--- config.mk ---
export PLATFORM = sky130hd
export DESIGN_NAME = mse_ctrl
export DESIGN_NICKNAME = d
export VERILOG_FILES = /design/src/design/mse_pkg.sv /design/src/design/mse_ctrl.sv
export SDC_FILE = /design/constraint.sdc
export NUM_CORES = 1
export LEC_CHECK = 0
export ABC_AREA = 1
export BUFFER_PORTS_ARGS = -buffer_cell sky130_fd_sc_hd__buf_2
export CAP_MARGIN = 10
export CELL_PAD_IN_SITES_DETAIL_PLACEMENT = 1
export CELL_PAD_IN_SITES_GLOBAL_PLACEMENT = 2
export CORE_ASPECT_RATIO = 1.2
export CORE_MARGIN = 2
export CORE_UTILIZATION = 19
export DETAILED_ROUTE_END_ITERATION = 8
export PLACE_DENSITY_LB_ADDON = 0.1
export SYNTH_ARGS = -nofsm -noshare
export SYNTH_HDL_FRONTEND = slang
export SYNTH_SLANG_ARGS = --single-unit
--- constraint.sdc ---
create_clock -name clk_i -period 2.7 [get_ports clk_i]
set_input_delay 0.135 -clock clk_i [delete_from_list [all_inputs] [get_ports clk_i]]
set_output_delay 0.135 -clock clk_i [all_outputs]
set_load 0.05 [all_outputs]
--- src/design/mse_pkg.sv ---
`timescale 1ns / 1ps
// Package for the MIPS-subset execute unit: payload structs, opcodes,
// controller states and controller/datapath command and status structs.
package mse_pkg;

  typedef enum logic [3:0] {
    OP_ADD  = 4'd0,
    OP_SUB  = 4'd1,
    OP_MUL  = 4'd2,
    OP_DIV  = 4'd3,
    OP_ADDI = 4'd4,
    OP_SUBI = 4'd5,
    OP_LW   = 4'd6,
    OP_SW   = 4'd7,
    OP_BEQ  = 4'd8,
    OP_J    = 4'd9
  } op_e;

  localparam logic [1:0] STATUS_OK       = 2'd0;
  localparam logic [1:0] STATUS_MISALIGN = 2'd1;
  localparam logic [1:0] STATUS_DIV_ZERO = 2'd2;

  localparam int unsigned SIG_J    = 1;
  localparam int unsigned SIG_BEQ  = 2;
  localparam int unsigned SIG_MEM  = 3;
  localparam int unsigned SIG_ALU  = 5;
  localparam int unsigned SIG_MAIN = 8;

  localparam logic [9:0] ENABLES_RESET = 10'h3FF;
  localparam logic [0:0] REG_SIGNAL_ENABLES = 1'b0;

  typedef struct packed {
    logic [3:0]  req_type;
    logic [4:0]  dest_reg;
    logic [4:0]  src_reg_a;
    logic [4:0]  src_reg_b;
    logic signed [31:0] immediate;
    logic [11:0] byte_offset;
    logic [9:0]  target_index;
  } req_t;

  typedef struct packed {
    logic        branch_taken;
    logic [9:0]  branch_target;
    logic        reg_written;
    logic [4:0]  written_index;
    logic signed [31:0] written_value;
    logic [1:0]  status;
  } rsp_t;

  typedef enum logic [2:0] {
    ST_CLEAR,
    ST_IDLE,
    ST_READ,
    ST_DIV,
    ST_MUL,
    ST_FINISH,
    ST_OUT
  } state_e;

  typedef struct packed {
    logic clear_step;
    logic load;
    logic read;
    logic div_start;
    logic div_step;
    logic mul_step;
    logic finish;
    logic out_valid;
  } cmd_t;

  typedef struct packed {
    logic clear_done;
    logic need_div;
    logic need_mul;
    logic div_done;
  } sts_t;

endpackage

--- src/design/mse_ctrl.sv ---
`timescale 1ns / 1ps
// Controller state machine of the execute unit.
// Depends on mse_pkg; drives the datapath through mse_pkg::cmd_t.
module mse_ctrl (
  input  logic           clk_i,
  input  logic           rst_ni,
  input  logic           in_valid_i,
  output logic           in_ready_o,
  output logic           out_valid_o,
  input  logic           out_ready_i,
  input  mse_pkg::sts_t  sts_i,
  output mse_pkg::cmd_t  cmd_o
);

  mse_pkg::state_e state_q, state_d;

  always_ff @(posedge clk_i or negedge rst_ni) begin
    if (!rst_ni) begin
      state_q <= mse_pkg::ST_CLEAR;
    end else begin
      state_q <= state_d;
    end
  end

  always_comb begin
    state_d = state_q;
    unique case (state_q)
      mse_pkg::ST_CLEAR:  if (sts_i.clear_done) state_d = mse_pkg::ST_IDLE;
      mse_pkg::ST_IDLE:   if (in_valid_i) state_d = mse_pkg::ST_READ;
      mse_pkg::ST_READ: begin
        if (sts_i.need_div)      state_d = mse_pkg::ST_DIV;
        else if (sts_i.need_mul) state_d = mse_pkg::ST_MUL;
        else                     state_d = mse_pkg::ST_FINISH;
      end
      mse_pkg::ST_DIV:    if (sts_i.div_done) state_d = mse_pkg::ST_FINISH;
      mse_pkg::ST_MUL:    state_d = mse_pkg::ST_FINISH;
      mse_pkg::ST_FINISH: state_d = mse_pkg::ST_OUT;
      mse_pkg::ST_OUT: begin
        if (out_ready_i) state_d = in_valid_i ? mse_pkg::ST_READ : mse_pkg::ST_IDLE;
      end
      default:            state_d = mse_pkg::ST_IDLE;
    endcase
  end

  always_comb begin
    cmd_o = '0;
    in_ready_o = 1'b0;
    unique case (state_q)
      mse_pkg::ST_CLEAR: cmd_o.clear_step = 1'b1;
      mse_pkg::ST_IDLE: begin
        in_ready_o = 1'b1;
        cmd_o.load = in_valid_i;
      end
      mse_pkg::ST_READ: begin
        cmd_o.read = 1'b1;
        cmd_o.div_start = sts_i.need_div;
      end
      mse_pkg::ST_DIV:    cmd_o.div_step = 1'b1;
      mse_pkg::ST_MUL:    cmd_o.mul_step = 1'b1;
      mse_pkg::ST_FINISH: cmd_o.finish = 1'b1;
      mse_pkg::ST_OUT: begin
        cmd_o.out_valid = 1'b1;
        in_ready_o = out_ready_i;
        cmd_o.load = out_ready_i && in_valid_i;
      end
      default: ;
    endcase
  end

  assign out_valid_o = cmd_o.out_valid;

endmodule

== After elaboration in Yosys (flattened, before gate mapping) ==
Cells that the tools add are included.

* Bits in registers: 3
* Word-level logic and storage cells: 30
* Bits of input ports: 8
* Output and inout port bits: 10

* Reduce and logical (&&, ||, !) cells: 3
* Muxes and demuxes: 16
* Eq/ne operators: 10

{| class="wikitable"
|+ Operators by type and width
! kind !! number
|-
| case mux 3 bit (7 select lines) || 1
|-
| two-way mux 3 bit || 5
|-
| == test 3 bit (second input constant) || 3
|-
| inequality test 2 bit (second input constant) || 4
|-
| == test 3 x 2 -> 1 bit (second input constant) || 2
|-
| two-way mux 1 bit || 6
|-
| two-way mux 2 bit || 2
|-
| case mux 1 bit (2 select lines) || 2
|-
| AND reduction 4 bit || 1
|-
| == test 3 x 1 -> 1 bit (second input constant) || 1
|-
| zero test 3 bit || 1
|-
| logical AND 1 bit || 1
|}

== Depth between registers and ports, before layout ==
* Word-level depth: 3
* Mapped depth: 8
* Gate-level depth less buffers: 8

== Worst setup path before layout ==
No wires, ideal clock.

* Path type: register -> output
* From: register state_q[0]
* To: output port cmd_o[6] in the netlist's numbering
* Data required time: 2.565 ns
* Path buffers: 0
* Stages on the path, launching flop included: 6
* Data arrival time: 2.084 ns
* Slack: 0.481 ns
* Path through: dfrtp_1 inv_1 nand3_2 o21ai_1 inv_1 nor2_1

{| class="wikitable"
|+ RTL lines
! item !! line !! text
|-
| start: declaration || mse_ctrl.sv:15 || <nowiki>mse_pkg::state_e state_q, state_d;</nowiki>
|-
| start signal: assignment || mse_ctrl.sv:19 || <nowiki>state_q <= mse_pkg::ST_CLEAR;</nowiki>
|-
| start signal: assignment || mse_ctrl.sv:21 || <nowiki>state_q <= state_d;</nowiki>
|-
| end: declaration || mse_ctrl.sv:12 || <nowiki>output mse_pkg::cmd_t cmd_o</nowiki>
|}

==> flow_metrics.py <==
metrics = {
    "outcome": {
        "status": "finished clean",
    },
    "global_route": {
        "grt_overflow": 0,
        "grt_pass1_vias": 367,
        "antenna_found_initial": 0,
        "grt_pass1_wl_um": 1500,
        "grtUsageTotal_pct": 11.1,
        "grt_max_degree": 8,
    },
    "floorplan": {
        "die-area_um2": 2000,
        "die_w_um": 41.2,
        "ios": 18,
        "coreArea_um2": 1600,
        "die_y_um": 48.6,
        "start_util_pct": 19.7,
        "row_count": 16,
    },
    "yosys": {
        "ys_ff_latch": 3,
        "synth_cell_type_count": 14,
        "synth_adder_area_share_pct": 0,
        "synth_top_area_share_pct": 23.8,
        "syn_nets": 65,
        "yosys_warnings": 0,
        "synth-simple-area-share_pct": 49.6,
        "synth_area_um2": 315,
        "synth-xor-area-share_pct": 0,
        "synth-compound-area-share_pct": 7.54,
        "ys_top_cells_by_area": "dfrtp_1 24%, nand2_1 23%, inv_1 15%",
        "syn_avg_cell_area_um2": 5.53,
        "synth_top_family_by_area": "simple AND/OR/NAND/NOR gates",
        "netlist_instances": 57,
        "yosysSeqAreaShare_pct": 23.8,
        "post_synth_mux_area_share_pct": 0,
        "yosysTopAreaCell": "dfrtp_1",
    },
    "layout": {
        "largest_reg_flops": 3,
        "drive_gt1_share_pct": 33.3,
        "max_flop_register": "state_q",
        "area_growth_pct": 43.3,
        "antennaDiodeCount": 0,
        "stdcell_count": 96,
        "fin_nets": 87,
        "reg.largest.list": "state_q: 3 flops",
    },
    "power_and_ir_drop": {
        "comb_power_share_pct": 70.9,
        "clockPowerShare_pct": 12.9,
        "power_density_nw_per_um2": 1390,
        "p_leak_uw": 0.000317,
        "peakVddDrop_v": 0.000439,
        "cellInternalPower_uw": 237,
        "power.share.switching_pct": 62.3,
        "p_seq_share_pct": 16.2,
        "p_sw_uw": 393,
    },
    "sta": {
        "slew_viol_final": 0,
        "fin_crit_sh_pct": 61.3,
        "finalSetupViolCount": 0,
        "fin_crit_ns": 1.65,
        "tns_ns": 0,
        "hold_viol": 0,
        "skew_ns": 0.000538,
        "maxSlewHeadroom_pct": 82.8,
        "rsz0062_at_grt": "false",
        "timing.fmax_mhz": 605,
        "worst_pin_slew_ns": 0.258,
    },
    "worst_setup_path": {
        "critPathMaxStageDelay_ns": 0.40,
        "path_buf_inv": 3,
        "worstPathArrival_ns": 1.52,
        "required_ns": 2.57,
        "setup.worst_path.end_class": "output port",
        "startpoint_type": "register",
        "cp_slowest_cell": "dfrtp_1",
        "path_max_fanout": 5,
        "crit_chain": "inv_1 > nor2_1 > nand2_1 > o21ai_1 > inv_1 > nor2_1 > buf_2",
        "crit_family": "buffers and inverters",
        "critical_path_class": "register to output port",
    },
    "routing": {
        "num_vias": 396,
        "postRouteAntennaNets": 0,
        "wire_per_inst_um": 9.22,
        "viasPerCell": 4.13,
        "drc": 0,
        "wl_um": 885,
        "drt_iter0_drc": 4,
        "drtPass1Iterations": 3,
    },
    "placement": {
        "globalplace.congestion": 0.702,
        "portBuffers": 17,
        "dpl.cell_count": 91,
        "hpwl_um": 744,
    },
    "clock_network": {
        "cts_tree": "built",
        "post_cts_buffers": 0,
        "cts.sinks": 3,
        "hold_buffers": 1,
        "cts_repair_resize_count": 0,
        "clk_pin_slew_ns": 0.04,
        "cts_max_level": 1,
        "cts.root.buffer_cell": "clkbuf_4",
        "clock_path_buffers": 2,
        "numCtsBuffers": 3,
        "clk-insertion-delay-late_ns": 0.23,
    },
    "job": {
        "cap_viol_max_count": 0,
    },
    "min_path": {
        "hold_path_class": "input port to async pin",
    },
}
-- kinds of logic (layout without fill, tap and decap cells) --
| family | after synthesis | count (layout) |
|---|---|---|
| DFF | 3 | 3 |
| AOI/OAI and AO/OA | 4 | 4 |
| and+or+nand+nor | 35 | 35 |
| buffers and inverters | 15 | 36 |
-- power groups by stage --
stage | clock, uW | sequential (uW) | combinational [uW]
floorplan | 0 | 94.0 | 365
global placement | 0 | 101 | 457
detailed placement | 0 | 103 | 453
CTS | 83.5 | 102 | 457
global route | 90.3 | 105 | 497
finish | 81.2 | 102 | 447
-- cells in the mapped netlist --
library cell	count
buf_4	1
dfrtp_1	3
inv_1	13
inv_2	1
nand2_1	19
nand2_2	1
nand3_1	6
nand3_2	1
nand3b_1	1
nor2_1	5
nor2_2	2
o21ai_0	2
o21ai_1	1
o21ai_2	1
-- metrics by stage --
step	hold WS, ns	total power (uW)	setup WS (ns)	instance area [um2]	util, %
floorplan	-0.161	459	0.481	315	-
global placement	-0.0644	558	1.33	415	25.9
detailed placement	-0.0640	556	1.27	415	25.9
CTS	0.221	643	1.02	452	28.2
global route	0.235	693	0.893	452	28.2
finish	0.225	630	1.05	452	28.2
-- final timing paths --
| kind | from | to | slack [ns] | depth (start not counted) |
|---|---|---|---|---|
| min in group clk_i | out_ready_i | state_q[2] | 0.24 | 4 |
| max in group asynchronous | rst_ni | state_q[0] | 2.37 | 2 |
| max | state_q[0] | cmd_o[6] | 1.05 | 7 |
| min | rst_ni | state_q[1] | 0.22 | 2 |
| min reg2reg | state_q[0] | state_q[0] | 0.62 | 2 |
| max reg2reg | state_q[0] | state_q[0] | 1.46 | 7 |
-- area by class of cell --
class	count	area (um2)
inverters	14	52.6
repair buffers	18	95.1
multi-input cells	39	180
flip-flops and latches	3	75.1
fillers	222	1150
well taps	18	22.5
clock buffers	4	26.3
-- cell usage in the layout (no fill, tap or decap), types with 2 or more instances in the layout --
cell and instances:
o21ai_0 2, clkbuf_4 3, dfrtp_1 3, nor2_2 2, nand3_1 6, inv_1 13, nor2_1 5, nand2_1 19
buf_2 17
-- routing by layer --
metal  global-route usage (%)  vias to the layer above  part of all wire, %
met1                     15.0                      171                   43
met5                        0                        -                    0
met3                     4.13                        4                  4.7
met4                     4.84                        0                  1.6
li1                         -                      211                    -
met2                     15.4                       10                   51
Power figures use the tool's default switching activity.
